$ cat src/sv/periodic_timer_expiry_queue_defines.svh
// ----------------------------------------------------------------------------
// assertion macros for the timer expiry queue
// ----------------------------------------------------------------------------
`ifndef PERIODIC_TIMER_EXPIRY_QUEUE_DEFINES_SVH
`define PERIODIC_TIMER_EXPIRY_QUEUE_DEFINES_SVH

// property that holds at every clock edge outside reset
`define PTQ_ASSERT(label, clk, rst_n, prop, msg) \
  label: assert property (@(posedge clk) disable iff (!rst_n) (prop)) else $error(msg);

// implication whose consequent is checked in the cycle after the antecedent
`define PTQ_ASSERT_NEXT(label, clk, rst_n, ante, cons, msg) \
  label: assert property (@(posedge clk) disable iff (!rst_n) (ante) |=> (cons)) \
    else $error(msg);

`endif

$ cat src/sv/ptq_pkg.sv
// ----------------------------------------------------------------------------
// ptq_pkg
// shared types and codes of the timer expiry queue
// ----------------------------------------------------------------------------
package ptq_pkg;

  localparam int unsigned KindW = 3;
  localparam int unsigned TagW  = 32;
  localparam int unsigned TimeW = 64;
  localparam int unsigned MaxResults = 16;

  localparam logic [KindW-1:0] KindTick       = 3'd0;
  localparam logic [KindW-1:0] KindCreate     = 3'd1;
  localparam logic [KindW-1:0] KindStart      = 3'd2;
  localparam logic [KindW-1:0] KindStop       = 3'd3;
  localparam logic [KindW-1:0] KindChange     = 3'd4;
  localparam logic [KindW-1:0] KindSetTag     = 3'd5;
  localparam logic [KindW-1:0] KindSetTagRest = 3'd6;
  localparam logic [KindW-1:0] KindDelete     = 3'd7;

  localparam logic ResStatus = 1'b0;
  localparam logic ResExpiry = 1'b1;

  typedef struct packed {
    logic              result_kind;
    logic              status;
    logic [3:0]        expired_id;
    logic [TagW-1:0]   expired_tag;
    logic [TimeW-1:0]  expiry_time;
    logic              last;
  } result_t;

endpackage

$ cat src/sv/ptq_out_reg.sv
// ----------------------------------------------------------------------------
// ptq_out_reg
// one-entry output register for result items
// ----------------------------------------------------------------------------
module ptq_out_reg (
  input  logic             clk_i,
  input  logic             rst_ni,
  input  logic             push_i,
  input  ptq_pkg::result_t res_i,
  output logic             full_o,
  output logic             m_valid_o,
  input  logic             m_ready_i,
  output ptq_pkg::result_t res_o
);

  logic valid_q;
  ptq_pkg::result_t res_q;

  always_ff @(posedge clk_i or negedge rst_ni) begin
    if (!rst_ni) begin
      valid_q <= 1'b0;
    end else if (push_i) begin
      valid_q <= 1'b1;
    end else if (m_ready_i) begin
      valid_q <= 1'b0;
    end
  end

  always_ff @(posedge clk_i) begin
    if (push_i) begin
      res_q <= res_i;
    end
  end

  assign full_o    = valid_q && !m_ready_i;
  assign m_valid_o = valid_q;
  assign res_o     = res_q;

endmodule

$ cat src/sv/periodic_timer_expiry_queue.sv
// ----------------------------------------------------------------------------
// periodic_timer_expiry_queue
// timer table with a sorted list of active timers held in memories
// ----------------------------------------------------------------------------
// one item is in work at a time; the next is accepted while the machine is in
// idle, and a full output register stalls it in place
// a command without list work is decoded and answered by a status item;
// removal scans the list for the timer and shifts the later slots down;
// sorted insertion passes slots with an earlier or equal match time and
// shifts later slots up; a tick emits expired heads, re-inserting periodic ones
// reset clears counters, valid and active flags; memories are not cleared
// ----------------------------------------------------------------------------
`include "periodic_timer_expiry_queue_defines.svh"

module periodic_timer_expiry_queue #(
  parameter int unsigned NUM_TIMERS  = 16,
  parameter int unsigned DELAY_WIDTH = 32
) (
  input  logic         clk_i,
  input  logic         rst_ni,
  input  logic         cfg_we_i,
  input  logic [31:0]  cfg_wdata_i,
  input  logic         s_axis_tvalid_i,
  output logic         s_axis_tready_o,
  // kind[2:0], timer_id[6:3], first_delay[38:7], period[70:39], tag[102:71],
  // auto_start[103]
  input  logic [103:0] s_axis_tdata_i,
  output logic         m_axis_tvalid_o,
  input  logic         m_axis_tready_i,
  // result_kind[0], status[1], expired_id[5:2], expired_tag[37:6],
  // expiry_time[101:38]
  output logic [103:0] m_axis_tdata_o,
  output logic         m_axis_tlast_o
);

  localparam int unsigned IW = (NUM_TIMERS > 1) ? $clog2(NUM_TIMERS) : 1;
  localparam int unsigned CW = $clog2(NUM_TIMERS + 1);
  localparam logic [CW-1:0] NumT = CW'(NUM_TIMERS);

  typedef enum logic [4:0] {
    S_IDLE, S_DEC, S_RMSCAN, S_RMSCAN_W, S_RMSHIFT, S_RMSHIFT_W, S_AFTER_RM,
    S_INS_M, S_INS_SCAN, S_INS_SW, S_INS_CMP, S_INS_SHIFT, S_INS_SHW, S_INS_PUT,
    S_TK_HEAD, S_TK_HW, S_TK_ENT, S_TK_EMIT, S_TK_LAST, S_STATUS
  } state_e;

  typedef enum logic [1:0] { R_NONE, R_START, R_EXPIRE } ret_e;

  // memories
  logic [DELAY_WIDTH-1:0] first_mem [NUM_TIMERS];
  logic [DELAY_WIDTH-1:0] period_mem [NUM_TIMERS];
  logic [31:0]            tag_mem [NUM_TIMERS];
  logic [63:0]            match_mem [NUM_TIMERS];
  logic [IW-1:0]          order_mem [NUM_TIMERS];

  logic [NUM_TIMERS-1:0] valid_q, active_q;
  logic [63:0]  now_q;
  logic [CW-1:0] cnt_q;
  logic [31:0]  maxd_q;
  state_e       state_q;
  ret_e         ret_q;

  // latched input
  logic [2:0]   kind_q;
  logic [3:0]   id_q;
  logic [31:0]  first_in_q, period_in_q, tag_in_q;
  logic         auto_q;

  // working registers
  logic [CW-1:0] pos_q;
  logic [CW-1:0] tgt_q;
  logic [IW-1:0] cur_q;
  logic [63:0]   key_q;
  logic [4:0]    nres_q;
  logic          status_q;
  ptq_pkg::result_t pend_q;

  // memory read ports, registered
  logic [IW-1:0] ord_raddr;
  logic [IW-1:0] ord_rd_q;
  logic [IW-1:0] ent_raddr;
  logic [63:0]   match_rd_q;
  logic [DELAY_WIDTH-1:0] first_rd_q, period_rd_q;
  logic [31:0]   tag_rd_q;

  // memory write ports
  logic          ord_we, match_we, prm_we, tag_we;
  logic [IW-1:0] ord_waddr, ent_waddr;
  logic [IW-1:0] ord_wdata;
  logic [63:0]   match_wdata;

  ptq_pkg::result_t res_d;
  logic             push;
  logic             out_full;
  ptq_pkg::result_t res_out;

  logic [IW-1:0] idx;
  assign idx = IW'(id_q);

  function automatic logic delay_ok(input logic [31:0] v, input logic [31:0] lim);
    logic fits;
    fits = (DELAY_WIDTH >= 32) ? 1'b1 : ((v >> DELAY_WIDTH) == 32'd0);
    return (v <= lim) && fits;
  endfunction

  logic id_in_range, params_ok;
  assign id_in_range = ({28'd0, id_q} < 32'(NUM_TIMERS));
  assign params_ok   = (first_in_q != 32'd0) && delay_ok(first_in_q, maxd_q) &&
                       delay_ok(period_in_q, maxd_q);

  always_ff @(posedge clk_i) begin
    if (ord_we) order_mem[ord_waddr] <= ord_wdata;
    ord_rd_q <= order_mem[ord_raddr];
  end

  always_ff @(posedge clk_i) begin
    if (match_we) match_mem[ent_waddr] <= match_wdata;
    if (prm_we) begin
      first_mem[ent_waddr]  <= first_in_q[DELAY_WIDTH-1:0];
      period_mem[ent_waddr] <= period_in_q[DELAY_WIDTH-1:0];
    end
    if (tag_we) tag_mem[ent_waddr] <= tag_in_q;
    match_rd_q  <= match_mem[ent_raddr];
    first_rd_q  <= first_mem[ent_raddr];
    period_rd_q <= period_mem[ent_raddr];
    tag_rd_q    <= tag_mem[ent_raddr];
  end

  // memory address and write control
  always_comb begin
    ord_raddr   = pos_q[IW-1:0];
    ent_raddr   = cur_q;
    ord_we      = 1'b0;
    ord_waddr   = pos_q[IW-1:0];
    ord_wdata   = cur_q;
    match_we    = 1'b0;
    prm_we      = 1'b0;
    tag_we      = 1'b0;
    ent_waddr   = cur_q;
    match_wdata = key_q;
    unique case (state_q)
      S_RMSHIFT: ord_raddr = IW'(pos_q + CW'(1));
      S_RMSHIFT_W: begin
        ord_we    = 1'b1;
        ord_wdata = ord_rd_q;
      end
      // entry read follows the list slot just read
      S_INS_SW: ent_raddr = ord_rd_q;
      S_INS_SHIFT: ord_raddr = IW'(pos_q - CW'(1));
      S_INS_SHW: begin
        ord_we    = 1'b1;
        ord_wdata = ord_rd_q;
      end
      S_INS_PUT: begin
        ord_we   = 1'b1;
        match_we = 1'b1;
      end
      S_TK_HEAD: ord_raddr = '0;
      S_DEC: begin
        ent_waddr = idx;
        if (id_in_range && kind_q == ptq_pkg::KindCreate && params_ok) begin
          prm_we = 1'b1;
          tag_we = 1'b1;
        end
        if (id_in_range && kind_q == ptq_pkg::KindChange && params_ok &&
            valid_q[idx] && !active_q[idx]) begin
          prm_we = 1'b1;
        end
        if (id_in_range && kind_q == ptq_pkg::KindSetTag &&
            valid_q[idx] && !active_q[idx]) begin
          tag_we = 1'b1;
        end
      end
      S_AFTER_RM: begin
        if (ret_q != R_EXPIRE && kind_q == ptq_pkg::KindSetTagRest &&
            valid_q[cur_q]) tag_we = 1'b1;
      end
      default: ;
    endcase
  end

  // expiry items wait in pend_q until it is known whether another follows
  always_comb begin
    res_d = pend_q;
    push  = 1'b0;
    unique case (state_q)
      S_TK_EMIT: begin
        if (match_rd_q <= now_q && nres_q != '0 && !out_full) push = 1'b1;
      end
      S_TK_LAST: begin
        if (nres_q != '0 && !out_full) begin
          push       = 1'b1;
          res_d.last = 1'b1;
        end
      end
      S_STATUS: begin
        if (!out_full) begin
          push              = 1'b1;
          res_d             = '0;
          res_d.result_kind = ptq_pkg::ResStatus;
          res_d.status      = status_q;
          res_d.expired_id  = id_q;
          res_d.last        = 1'b1;
        end
      end
      default: ;
    endcase
  end

  always_ff @(posedge clk_i or negedge rst_ni) begin
    if (!rst_ni) begin
      maxd_q <= 32'hFFFF_FFFF;
    end else if (cfg_we_i) begin
      maxd_q <= cfg_wdata_i;
    end
  end

  always_ff @(posedge clk_i or negedge rst_ni) begin
    if (!rst_ni) begin
      state_q   <= S_IDLE;
      ret_q     <= R_NONE;
      valid_q   <= '0;
      active_q  <= '0;
      now_q     <= '0;
      cnt_q     <= '0;
      pos_q     <= '0;
      tgt_q     <= '0;
      cur_q     <= '0;
      key_q     <= '0;
      nres_q    <= '0;
      status_q  <= 1'b0;
      pend_q    <= '0;
      kind_q    <= '0;
      id_q      <= '0;
      first_in_q  <= '0;
      period_in_q <= '0;
      tag_in_q    <= '0;
      auto_q    <= 1'b0;
    end else begin
      unique case (state_q)
        S_IDLE: begin
          if (s_axis_tvalid_i) begin
            kind_q      <= s_axis_tdata_i[2:0];
            id_q        <= s_axis_tdata_i[6:3];
            first_in_q  <= s_axis_tdata_i[38:7];
            period_in_q <= s_axis_tdata_i[70:39];
            tag_in_q    <= s_axis_tdata_i[102:71];
            auto_q      <= s_axis_tdata_i[103];
            status_q    <= 1'b0;
            nres_q      <= '0;
            state_q     <= S_DEC;
          end
        end
        S_DEC: begin
          cur_q <= idx;
          pos_q <= '0;
          if (kind_q == ptq_pkg::KindTick) begin
            now_q   <= now_q + 64'd1;
            state_q <= S_TK_HEAD;
          end else if (!id_in_range) begin
            status_q <= 1'b1;
            state_q  <= S_STATUS;
          end else begin
            unique case (kind_q)
              ptq_pkg::KindCreate: begin
                if (!params_ok) begin
                  status_q <= 1'b1;
                  state_q  <= S_STATUS;
                end else begin
                  valid_q[idx]  <= 1'b1;
                  active_q[idx] <= 1'b0;
                  state_q       <= active_q[idx] ? S_RMSCAN : S_AFTER_RM;
                end
              end
              ptq_pkg::KindStart: state_q <= S_AFTER_RM;
              ptq_pkg::KindStop, ptq_pkg::KindSetTagRest: begin
                if (valid_q[idx] && active_q[idx]) begin
                  active_q[idx] <= 1'b0;
                  state_q       <= S_RMSCAN;
                end else begin
                  state_q <= S_AFTER_RM;
                end
              end
              ptq_pkg::KindChange: begin
                status_q <= !params_ok;
                state_q  <= S_STATUS;
              end
              ptq_pkg::KindDelete: begin
                if (valid_q[idx] && !active_q[idx]) valid_q[idx] <= 1'b0;
                state_q <= S_STATUS;
              end
              default: state_q <= S_STATUS;
            endcase
          end
        end
        // removal: find cur_q in the list
        S_RMSCAN: begin
          if (pos_q >= cnt_q) begin
            state_q <= S_AFTER_RM;
          end else begin
            state_q <= S_RMSCAN_W;
          end
        end
        S_RMSCAN_W: begin
          if (ord_rd_q == cur_q) begin
            state_q <= S_RMSHIFT;
          end else begin
            pos_q   <= pos_q + CW'(1);
            state_q <= S_RMSCAN;
          end
        end
        S_RMSHIFT: begin
          if (pos_q + CW'(1) >= cnt_q || pos_q + CW'(1) >= NumT) begin
            cnt_q   <= cnt_q - CW'(1);
            state_q <= S_AFTER_RM;
          end else begin
            state_q <= S_RMSHIFT_W;
          end
        end
        S_RMSHIFT_W: begin
          pos_q   <= pos_q + CW'(1);
          state_q <= S_RMSHIFT;
        end
        S_AFTER_RM: begin
          pos_q <= '0;
          if (ret_q == R_EXPIRE) begin
            ret_q <= R_NONE;
            if (period_rd_q != '0) begin
              key_q   <= match_rd_q + 64'(period_rd_q);
              state_q <= S_INS_SCAN;
            end else begin
              active_q[cur_q] <= 1'b0;
              state_q         <= S_TK_HEAD;
            end
          end else if ((kind_q == ptq_pkg::KindCreate && auto_q) ||
                       kind_q == ptq_pkg::KindStart ||
                       kind_q == ptq_pkg::KindSetTagRest) begin
            if (valid_q[cur_q] && !active_q[cur_q]) begin
              state_q <= S_INS_M;
            end else begin
              state_q <= S_STATUS;
            end
          end else begin
            state_q <= S_STATUS;
          end
        end
        // start: first delay of cur_q is on the read port
        S_INS_M: begin
          key_q   <= now_q + 64'(first_rd_q);
          ret_q   <= R_START;
          state_q <= S_INS_SCAN;
        end
        S_INS_SCAN: begin
          if (cnt_q >= NumT) begin
            state_q <= (ret_q == R_START) ? S_STATUS : S_TK_HEAD;
            if (ret_q == R_START) active_q[cur_q] <= 1'b1;
            ret_q   <= R_NONE;
          end else if (pos_q >= cnt_q) begin
            tgt_q   <= cnt_q;
            pos_q   <= cnt_q;
            state_q <= S_INS_SHIFT;
          end else begin
            state_q <= S_INS_SW;
          end
        end
        S_INS_SW: begin
          state_q <= S_INS_CMP;
        end
        S_INS_CMP: begin
          if (match_rd_q <= key_q) begin
            pos_q   <= pos_q + CW'(1);
            state_q <= S_INS_SCAN;
          end else begin
            tgt_q   <= pos_q;
            pos_q   <= cnt_q;
            state_q <= S_INS_SHIFT;
          end
        end
        S_INS_SHIFT: begin
          if (pos_q == tgt_q) begin
            state_q <= S_INS_PUT;
          end else begin
            state_q <= S_INS_SHW;
          end
        end
        S_INS_SHW: begin
          pos_q   <= pos_q - CW'(1);
          state_q <= S_INS_SHIFT;
        end
        S_INS_PUT: begin
          cnt_q           <= cnt_q + CW'(1);
          active_q[cur_q] <= 1'b1;
          state_q         <= (ret_q == R_START) ? S_STATUS : S_TK_HEAD;
          ret_q           <= R_NONE;
        end
        // tick: check head of list
        S_TK_HEAD: begin
          pos_q <= '0;
          if (cnt_q == '0 || nres_q == 5'(ptq_pkg::MaxResults)) begin
            state_q <= S_TK_LAST;
          end else begin
            state_q <= S_TK_HW;
          end
        end
        S_TK_HW: begin
          cur_q   <= ord_rd_q;
          state_q <= S_TK_ENT;
        end
        S_TK_ENT: begin
          state_q <= S_TK_EMIT;
        end
        S_TK_EMIT: begin
          if (match_rd_q > now_q) begin
            state_q <= S_TK_LAST;
          end else if (nres_q == '0 || !out_full) begin
            pend_q             <= '0;
            pend_q.result_kind <= ptq_pkg::ResExpiry;
            pend_q.expired_id  <= 4'(cur_q);
            pend_q.expired_tag <= tag_rd_q;
            pend_q.expiry_time <= match_rd_q;
            nres_q             <= nres_q + 5'd1;
            ret_q              <= R_EXPIRE;
            pos_q              <= '0;
            state_q            <= S_RMSCAN;
          end
        end
        S_TK_LAST: begin
          if (nres_q == '0 || !out_full) state_q <= S_IDLE;
        end
        S_STATUS: begin
          if (!out_full) state_q <= S_IDLE;
        end
        default: state_q <= S_IDLE;
      endcase
    end
  end

  ptq_out_reg u_out (
    .clk_i     (clk_i),
    .rst_ni    (rst_ni),
    .push_i    (push),
    .res_i     (res_d),
    .full_o    (out_full),
    .m_valid_o (m_axis_tvalid_o),
    .m_ready_i (m_axis_tready_i),
    .res_o     (res_out)
  );

  assign s_axis_tready_o = (state_q == S_IDLE);
  assign m_axis_tdata_o  = {2'b00, res_out.expiry_time, res_out.expired_tag,
                            res_out.expired_id, res_out.status, res_out.result_kind};
  assign m_axis_tlast_o  = res_out.last;

  `PTQ_ASSERT(a_cnt_range, clk_i, rst_ni, cnt_q <= NumT, "list count overflow")
  `PTQ_ASSERT_NEXT(a_push_full, clk_i, rst_ni, push, m_axis_tvalid_o, "result lost")
  `PTQ_ASSERT(a_idle_ready, clk_i, rst_ni, (state_q == S_IDLE) || !s_axis_tready_o, "ready")

endmodule

$ cat config.mk
export PLATFORM = sky130hd
export DESIGN_NAME = periodic_timer_expiry_queue
export DESIGN_NICKNAME = d
export VERILOG_FILES = /design/src/sv/ptq_pkg.sv /design/src/sv/ptq_out_reg.sv /design/src/sv/periodic_timer_expiry_queue.sv
export VERILOG_INCLUDE_DIRS = /design/src /design/src/sv
export SDC_FILE = /design/constraint.sdc
export NUM_CORES = 2
export LEC_CHECK = 0
export BUFFER_PORTS_ARGS = -buffer_cell sky130_fd_sc_hd__buf_2
export CAP_MARGIN = 15
export CELL_PAD_IN_SITES_DETAIL_PLACEMENT = 0
export CELL_PAD_IN_SITES_GLOBAL_PLACEMENT = 1
export CORE_ASPECT_RATIO = 0.5
export CORE_UTILIZATION = 45
export CTS_BUF_LIST = sky130_fd_sc_hd__clkbuf_16
export CTS_CLUSTER_SIZE = 30
export DETAILED_ROUTE_END_ITERATION = 12
export PLACE_DENSITY_LB_ADDON = 0.1
export REMOVE_ABC_BUFFERS = 1
export SETUP_SLACK_MARGIN = 0.5
export SLEW_MARGIN = 20
export SYNTH_ARGS = -nofsm -noshare
export SYNTH_HDL_FRONTEND = slang
export SYNTH_HIERARCHICAL = 1
export SYNTH_SLANG_ARGS = --single-unit
$ cat constraint.sdc
create_clock -name clk_i -period 7.7 [get_ports clk_i]
set_clock_uncertainty 0.2 [all_clocks]
set_input_delay 2.31 -clock clk_i [delete_from_list [all_inputs] [get_ports clk_i]]
set_output_delay 2.31 -clock clk_i [all_outputs]
set_load 0.05 [all_outputs]
=== Yosys cells after proc, flatten, opt, wreduce, memory -nomap -nowiden ===
Memories as Yosys holds them, arrays and structs flattened. A register that Yosys moved wholly into a read port is not among the register bits.
Index checks and enable logic that the tools add are counted.

* Add/sub/neg operators: 8
* Magnitude comparators: 13
* Equal/unequal tests: 56
* Multiplexer cells: 105
* Bitwise logic cells: 10
* Reduce and logical (&&, ||, !) cells: 66

{| class="wikitable"
|+ Operators with widths
! operator !! number
|-
| 16-bit 2-to-1 mux || 9
|-
| 64-bit by 32-bit adder with 64-bit output || 2
|-
| 64-bit less-or-equal comparator || 2
|-
| 64-bit 2-to-1 mux || 2
|-
| 64-bit case mux with 2 select lines || 1
|-
| 5-bit 2-to-1 mux || 23
|-
| 103-bit 2-to-1 mux || 1
|-
| 102-bit 2-to-1 mux || 1
|-
| 5-bit case mux with 20 select lines || 1
|-
| 64-bit by 1-bit adder with 64-bit output, second input constant || 1
|-
| 64-bit > comparator || 1
|-
| 32-bit less-or-equal comparator || 2
|-
| 16-bit case mux with 2 select lines || 2
|-
| 16-bit case mux with 4 select lines || 1
|-
| 32-bit nonzero test || 2
|-
| 16-bit bitwise AND || 3
|-
| 5-bit by 4-bit equality test with 1-bit output, second input constant || 8
|-
| 2-bit != test, second input constant || 19
|-
| 5-bit case mux with 7 select lines || 1
|-
| 16-bit NOT || 2
|-
| 16-bit OR || 2
|-
| 1-bit 2-to-1 mux || 30
|-
| 5-bit case mux with 2 select lines || 3
|-
| 5-bit equality test, second input constant || 5
|-
| 47 further kinds || 134
|}

* Flip-flop bits (word level): 533
* RAM bits: 2624
* Word-level logic and storage cells: 293
* Memories kept: 5

{| class="wikitable"
|+ Memory list
! memory !! words !! width !! rd ports !! clocked after Yosys merged registers in !! write ports !! RTL line !! source
|-
| match_mem || 16 || 64 || 1 || 1 || 1 || periodic_timer_expiry_queue.sv:52 || <nowiki>logic [63:0] match_mem [NUM_TIMERS];</nowiki>
|-
| first_mem || 16 || 32 || 1 || 1 || 1 || periodic_timer_expiry_queue.sv:49 || <nowiki>logic [DELAY_WIDTH-1:0] first_mem [NUM_TIMERS];</nowiki>
|-
| period_mem || 16 || 32 || 1 || 1 || 1 || periodic_timer_expiry_queue.sv:50 || <nowiki>logic [DELAY_WIDTH-1:0] period_mem [NUM_TIMERS];</nowiki>
|-
| tag_mem || 16 || 32 || 1 || 1 || 1 || periodic_timer_expiry_queue.sv:51 || <nowiki>logic [31:0] tag_mem [NUM_TIMERS];</nowiki>
|-
| order_mem || 16 || 4 || 1 || 1 || 1 || periodic_timer_expiry_queue.sv:53 || <nowiki>logic [IW-1:0] order_mem [NUM_TIMERS];</nowiki>
|}

=== Longest topological paths before layout ===
* Word-level depth: 10
* Depth in mapped cells: 15

=== Hierarchy ===
Netlist, hierarchy kept.

{| class="wikitable"
|+ Modules (own cells, without submodules)
! module !! times used !! cells an instance !! area each (µm²) !! seq. area each (µm²)
|-
| periodic_timer_expiry_queue || 1 || 8252 || 133090.1 || 92854.1
|-
| ptq_out_reg || 1 || 106 || 3138.0 || 3118.0
|}

=== Worst setup path before layout ===
Ideal clock, no wire load.

* Path type: register to register
* Start point: reg maxd_q[1]
* End point: mem first_mem[15][0] (enable)
* Setup time: 0.486 ns
* Arrival time: 5.563 ns
* Slack: 1.451 ns
* Stages on the path, launching flop included: 13
* Buffers on the path: 2
* Clock period less this slack: 6.249 ns
* Path through: dfstp_2 -> inv_1 -> ha_1 -> nor2b_1 -> o211ai_1 -> a2111oi_0 -> or4b_1 -> a211oi_1 -> nand2_1 -> or3_1 -> clkbuf_1 -> clkbuf_1 -> nor2_1

* Longest elaborated chain between the ends: 10

{| class="wikitable"
|+ RTL lines
! element !! RTL line !! source
|-
| start: declaration || periodic_timer_expiry_queue.sv:58 || <nowiki>logic [31:0] maxd_q;</nowiki>
|-
| start signal: assignment || periodic_timer_expiry_queue.sv:213 || <nowiki>maxd_q <= cfg_wdata_i;</nowiki>
|-
| 32-bit less-or-equal comparator || periodic_timer_expiry_queue.sv:102 || <nowiki>return (v <= lim) && fits;</nowiki>
|-
| 1-bit logical AND || periodic_timer_expiry_queue.sv:107 || <nowiki>assign params_ok = (first_in_q != 32'd0) && delay_ok(first_in_q, maxd_q) &&</nowiki>
|-
| 1-bit logical AND (*) || periodic_timer_expiry_queue.sv:107 ||
|-
| 1-bit logical AND (2 in a row) || periodic_timer_expiry_queue.sv:164 || <nowiki>if (id_in_range && kind_q == ptq_pkg::KindChange && params_ok &&</nowiki>
|-
| 1-bit logical AND || periodic_timer_expiry_queue.sv:165 || <nowiki>valid_q[idx] && !active_q[idx]) begin</nowiki>
|-
| 1-bit 2-to-1 mux (*) || periodic_timer_expiry_queue.sv:164 ||
|-
| 1-bit 2-to-1 mux (*) || periodic_timer_expiry_queue.sv:140 || <nowiki>unique case (state_q)</nowiki>
|-
| 1-bit 2-to-1 mux (*) || periodic_timer_expiry_queue.sv:117 || <nowiki>if (prm_we) begin</nowiki>
|-
| 1-bit 2-to-1 mux (not written as such) (*) || periodic_timer_expiry_queue.sv:118 || <nowiki>first_mem[ent_waddr] <= first_in_q[DELAY_WIDTH-1:0];</nowiki>
|-
| end: declaration || periodic_timer_expiry_queue.sv:49 ||
|}

Every way passes the cells marked *; elsewhere a longest branch is shown, timed or not.

=== Final worst setup path ===
* Start point: reg period_in_q[8]
* End point: mem first_mem[2][9] (enable)

* Longest elaborated chain between the ends: 9

{| class="wikitable"
|+ RTL lines
! element !! RTL line !! source
|-
| start: declaration || periodic_timer_expiry_queue.sv:65 || <nowiki>logic [31:0] first_in_q, period_in_q, tag_in_q;</nowiki>
|-
| start signal: assignment || periodic_timer_expiry_queue.sv:245 || <nowiki>period_in_q <= s_axis_tdata_i[70:39];</nowiki>
|-
| 32-bit less-or-equal comparator (*) || periodic_timer_expiry_queue.sv:102 ||
|-
| 1-bit logical AND (*) || periodic_timer_expiry_queue.sv:107 ||
|-
| 1-bit logical AND (2 in a row) || periodic_timer_expiry_queue.sv:164 ||
|-
| 1-bit logical AND || periodic_timer_expiry_queue.sv:165 ||
|-
| 1-bit 2-to-1 mux (*) || periodic_timer_expiry_queue.sv:164 ||
|-
| 1-bit 2-to-1 mux (*) || periodic_timer_expiry_queue.sv:140 ||
|-
| 1-bit 2-to-1 mux (*) || periodic_timer_expiry_queue.sv:117 ||
|-
| 1-bit 2-to-1 mux (not written as such) (*) || periodic_timer_expiry_queue.sv:118 ||
|}

Marked as above.

==> metrics <==
share of post-route cells with drive strength above 1=19.67%; Setup Buffers After CTS=0; number of core rows=142; Worst Path Buf+Inv=3; element type at the critical path start=flip-flop; status=finished, final reports clean; Setup TNS=0 ns; WS Path Type=flip-flop to flip-flop; die height=391.1 um; Req. time, crit path=8.02 ns; Synth cell types=90; Pre-antenna DRT Iters=6; Max Fclk=162.1 MHz; RSZ-0062 raised after global routing=no; CP Capture Type=flip-flop; Synth Register Bits=3321; DP HPWL=229400 um; CP max-delay cell=nor4_1; crit path cell chain=ha_1, nand4_1, nor4_1, buf_4, and2_1, a31oi_1, a211oi_1, nand2_1, or3_1, buf_4, nor2_4, buf_12; Hold Fails Final Rpt=0; # clock sinks=3321; H-tree Lvls=5; Routed wire per std cell=29.66 um; Peak VDD IR=254.4 uV; Leak Pwr=53.84 nW; Final min period=6.169 ns; post-layout net count=9110; fin crit share=80.11%; Routed Antenna Nets=0; grt total ovfl=0; most common cell after layout, fill and taps aside=edfxtp_1; Die Wd=780.1 um; slew margin rel.=12.34%; maximum net fanout on the critical path=49; Synth Warn #=6; fin. max-slew vios=0; die area=305100 um2; Slew @ Worst Pin=1.309 ns; ys flop type=edfxtp_1; clk root buf=clkbuf_16; Core Footprint=300300 um2; post-route cell area=153100 um2; GPL Wtd Cong=0.8671; vias=76185; CTS Hold Bufs=0; initial antenna violation count=25; crit path DAT=6.49 ns; first-pass GRT wire length=555600 um; post-synthesis average cell area=16.30 um2; EDFF count, synth=2727; most frequent cells in the layout=edfxtp_1 (2727), nand2_1 (1067), mux4_2 (621); Power Density=375.0 nW/um2; Clock Latency Late Sink=0.91 ns; CTS Buffer Depth=4; Hold Path Class=flip-flop to flip-flop; pre-CTS setup slack=1.431 ns; IO Pins=248; pin count of the biggest net entering global routing=103; Tot Pwr=0.05740 W; post-place instance area=143600 um2; CTS tree=built; vias in the first global route=76175; DR DRC count=0; cells after synthesis=8358; area grow syn2layout=12.35%; CP most frequent cell=buf_4; fin worst setup slack=1.531 ns; Syn Std Cell Area=136200 um2; Synth async-reset ratio=12.95%; final-report setup violation count=0; sequential share of the synthesized area=70.45%; clk slew on worst S/H paths=0.06 ns; Num CTS Buffers=303; PostCTS Resize Cnt=0; vias per cell=5.873; starting DRC count in detailed routing=7041; I/O Buffers=245; max_cap viols=0; Crit path max-delay family=simple AND/OR/NAND/NOR gates; slowest stage delay, CP=0.86 ns; Detailed Route WL=384800 um; Initial Util=45.37%; hold slack=0.2588 ns; GRT Resource Usage Total=25.06%
-- registers in the layout (all words and copies together) (netlist names), 64 cells and up, named ones only --
register	count
period_mem	512
order_mem	64
match_mem	1024
match_rd_q	64
pend_q	101
now_q	64
tag_mem	512
first_mem	512
key_q	64
u_out/res_o	103
-- through the flow --
stage	std cells	util, %
floorplan	7940	-
global placement	12412	47.78
detailed placement	12415	47.82
CTS	12968	50.96
global route	12969	50.97
finish	12973	50.97
-- worst reg2reg max path, stage by stage, from the launching register on --
cell      delay (ns)
dfrtp_1         0.62
ha_1            0.42
nand4_1         0.27
nor4_1          0.86
buf_4           0.24
and2_1          0.12
a31oi_1         0.04
a211oi_1        0.78
nand2_1         0.39
or3_1           0.47
buf_4           0.28
nor2_4          0.58
buf_12          0.42
-- Yosys cell counts (all sizes together), types with 7 or more instances --
cell    number  area share, %
edfxtp    2727             60
dfrtp      398            7.3
a311oi      34           0.22
and4        13          0.084
xor2        36           0.23
a21o        41           0.23
a41oi       13          0.084
o21ai      175           0.64
o211ai      30           0.17
nor4        37           0.19
o221ai      19           0.12
xnor2      157            1.0
nand3      145           0.53
nor3        76           0.29
nand2     1069            2.9
o21a        20           0.11
mux2       119           0.98
and2       169           0.78
dfxtp      164            2.4
nand2b      20          0.092
inv        209           0.58
mux4       621             10
nor2       227           0.63
buf        143           0.51
a21oi      215           0.79
nand4       84           0.39
a21boi       8          0.044
mux2i       75           0.55
a31oi      189           0.87
or4         10          0.058
nor2b      135           0.63
a211o        7          0.045
a22oi       16          0.088
o22ai       11          0.051
o31ai       11          0.061
clkbuf     276           0.76
ha         277            2.5
o21bai      10          0.055
or2         14          0.066
o22a        15          0.096
dfstp       32           0.62
and3        44           0.20
or3         11          0.054
a211oi     178           0.98
a221oi      14          0.090
-- report_power, final --
group	switching, W	internal, W	total [W]
Clock	0.00685	0.00790	0.0148
Combinational	0.0101	0.00673	0.0169
Sequential	0.00314	0.0226	0.0258
-- metal layers --
metal  global-route usage, %  wire length (um)  up-vias
li1                        -                 -    33082
met1                   37.97            178100    40277
met2                   39.18            176300     2358
met3                   3.355             22620      458
met4                   5.116              7829       10
met5                       0                61        -
-- area by class of cell --
cell class / count / area (um2)
Fill cell: 24956 / 147200
Sequential cell: 3321 / 95970
Multi-Input combinational cell: 4410 / 38320
Clock buffer: 306 / 7657
Tap cell: 4032 / 5045
Timing Repair Buffer: 444 / 3496
Clock inverter: 247 / 1765
Inverter: 209 / 784.5
Antenna cell: 4 / 10.01
-- kinds of logic (layout without fill, tap and decap cells) --
| kind of cell | Yosys count | in the layout | synth area share [%] |
|---|---|---|---|
| AND/OR/NAND/NOR | 2075 | 2075 | 7.065 |
| flip-flops | 3321 | 3321 | 70.45 |
| multiplexers | 815 | 815 | 11.80 |
| XOR/XNOR | 193 | 193 | 1.241 |
| adder cells (fa/ha/maj) | 280 | 280 | 2.588 |
| other | 1 | 6 | 0.002753 |
| buffers and inverters | 628 | 1206 | 1.851 |
| AO/OA/AOI/OAI | 1045 | 1045 | 5.002 |
-- final timing paths --
kind / from / endpoint / slack, ns / cells after the start
hold reg to reg: tag_rd_q[13]$_DFF_P_ / pend_q[78]$_DFFE_PN0P_ / 0.26 / 1
setup reg to reg: period_in_q[8]$_DFFE_PN0P_ / first_mem[2][9]$_DFFE_PP_ / 1.53 / 12
min in group asynchronous: rst_ni / pend_q[55]$_DFFE_PN0P_ / 1.23 / 1
hold / removal: tag_rd_q[13]$_DFF_P_ / pend_q[78]$_DFFE_PN0P_ / 0.26 / 1
setup / recovery: period_in_q[8]$_DFFE_PN0P_ / first_mem[2][9]$_DFFE_PP_ / 1.53 / 12
max in group asynchronous: rst_ni / tag_in_q[30]$_DFFE_PN0P_ / 4.70 / 2
Power figures use the tool's default switching activity.
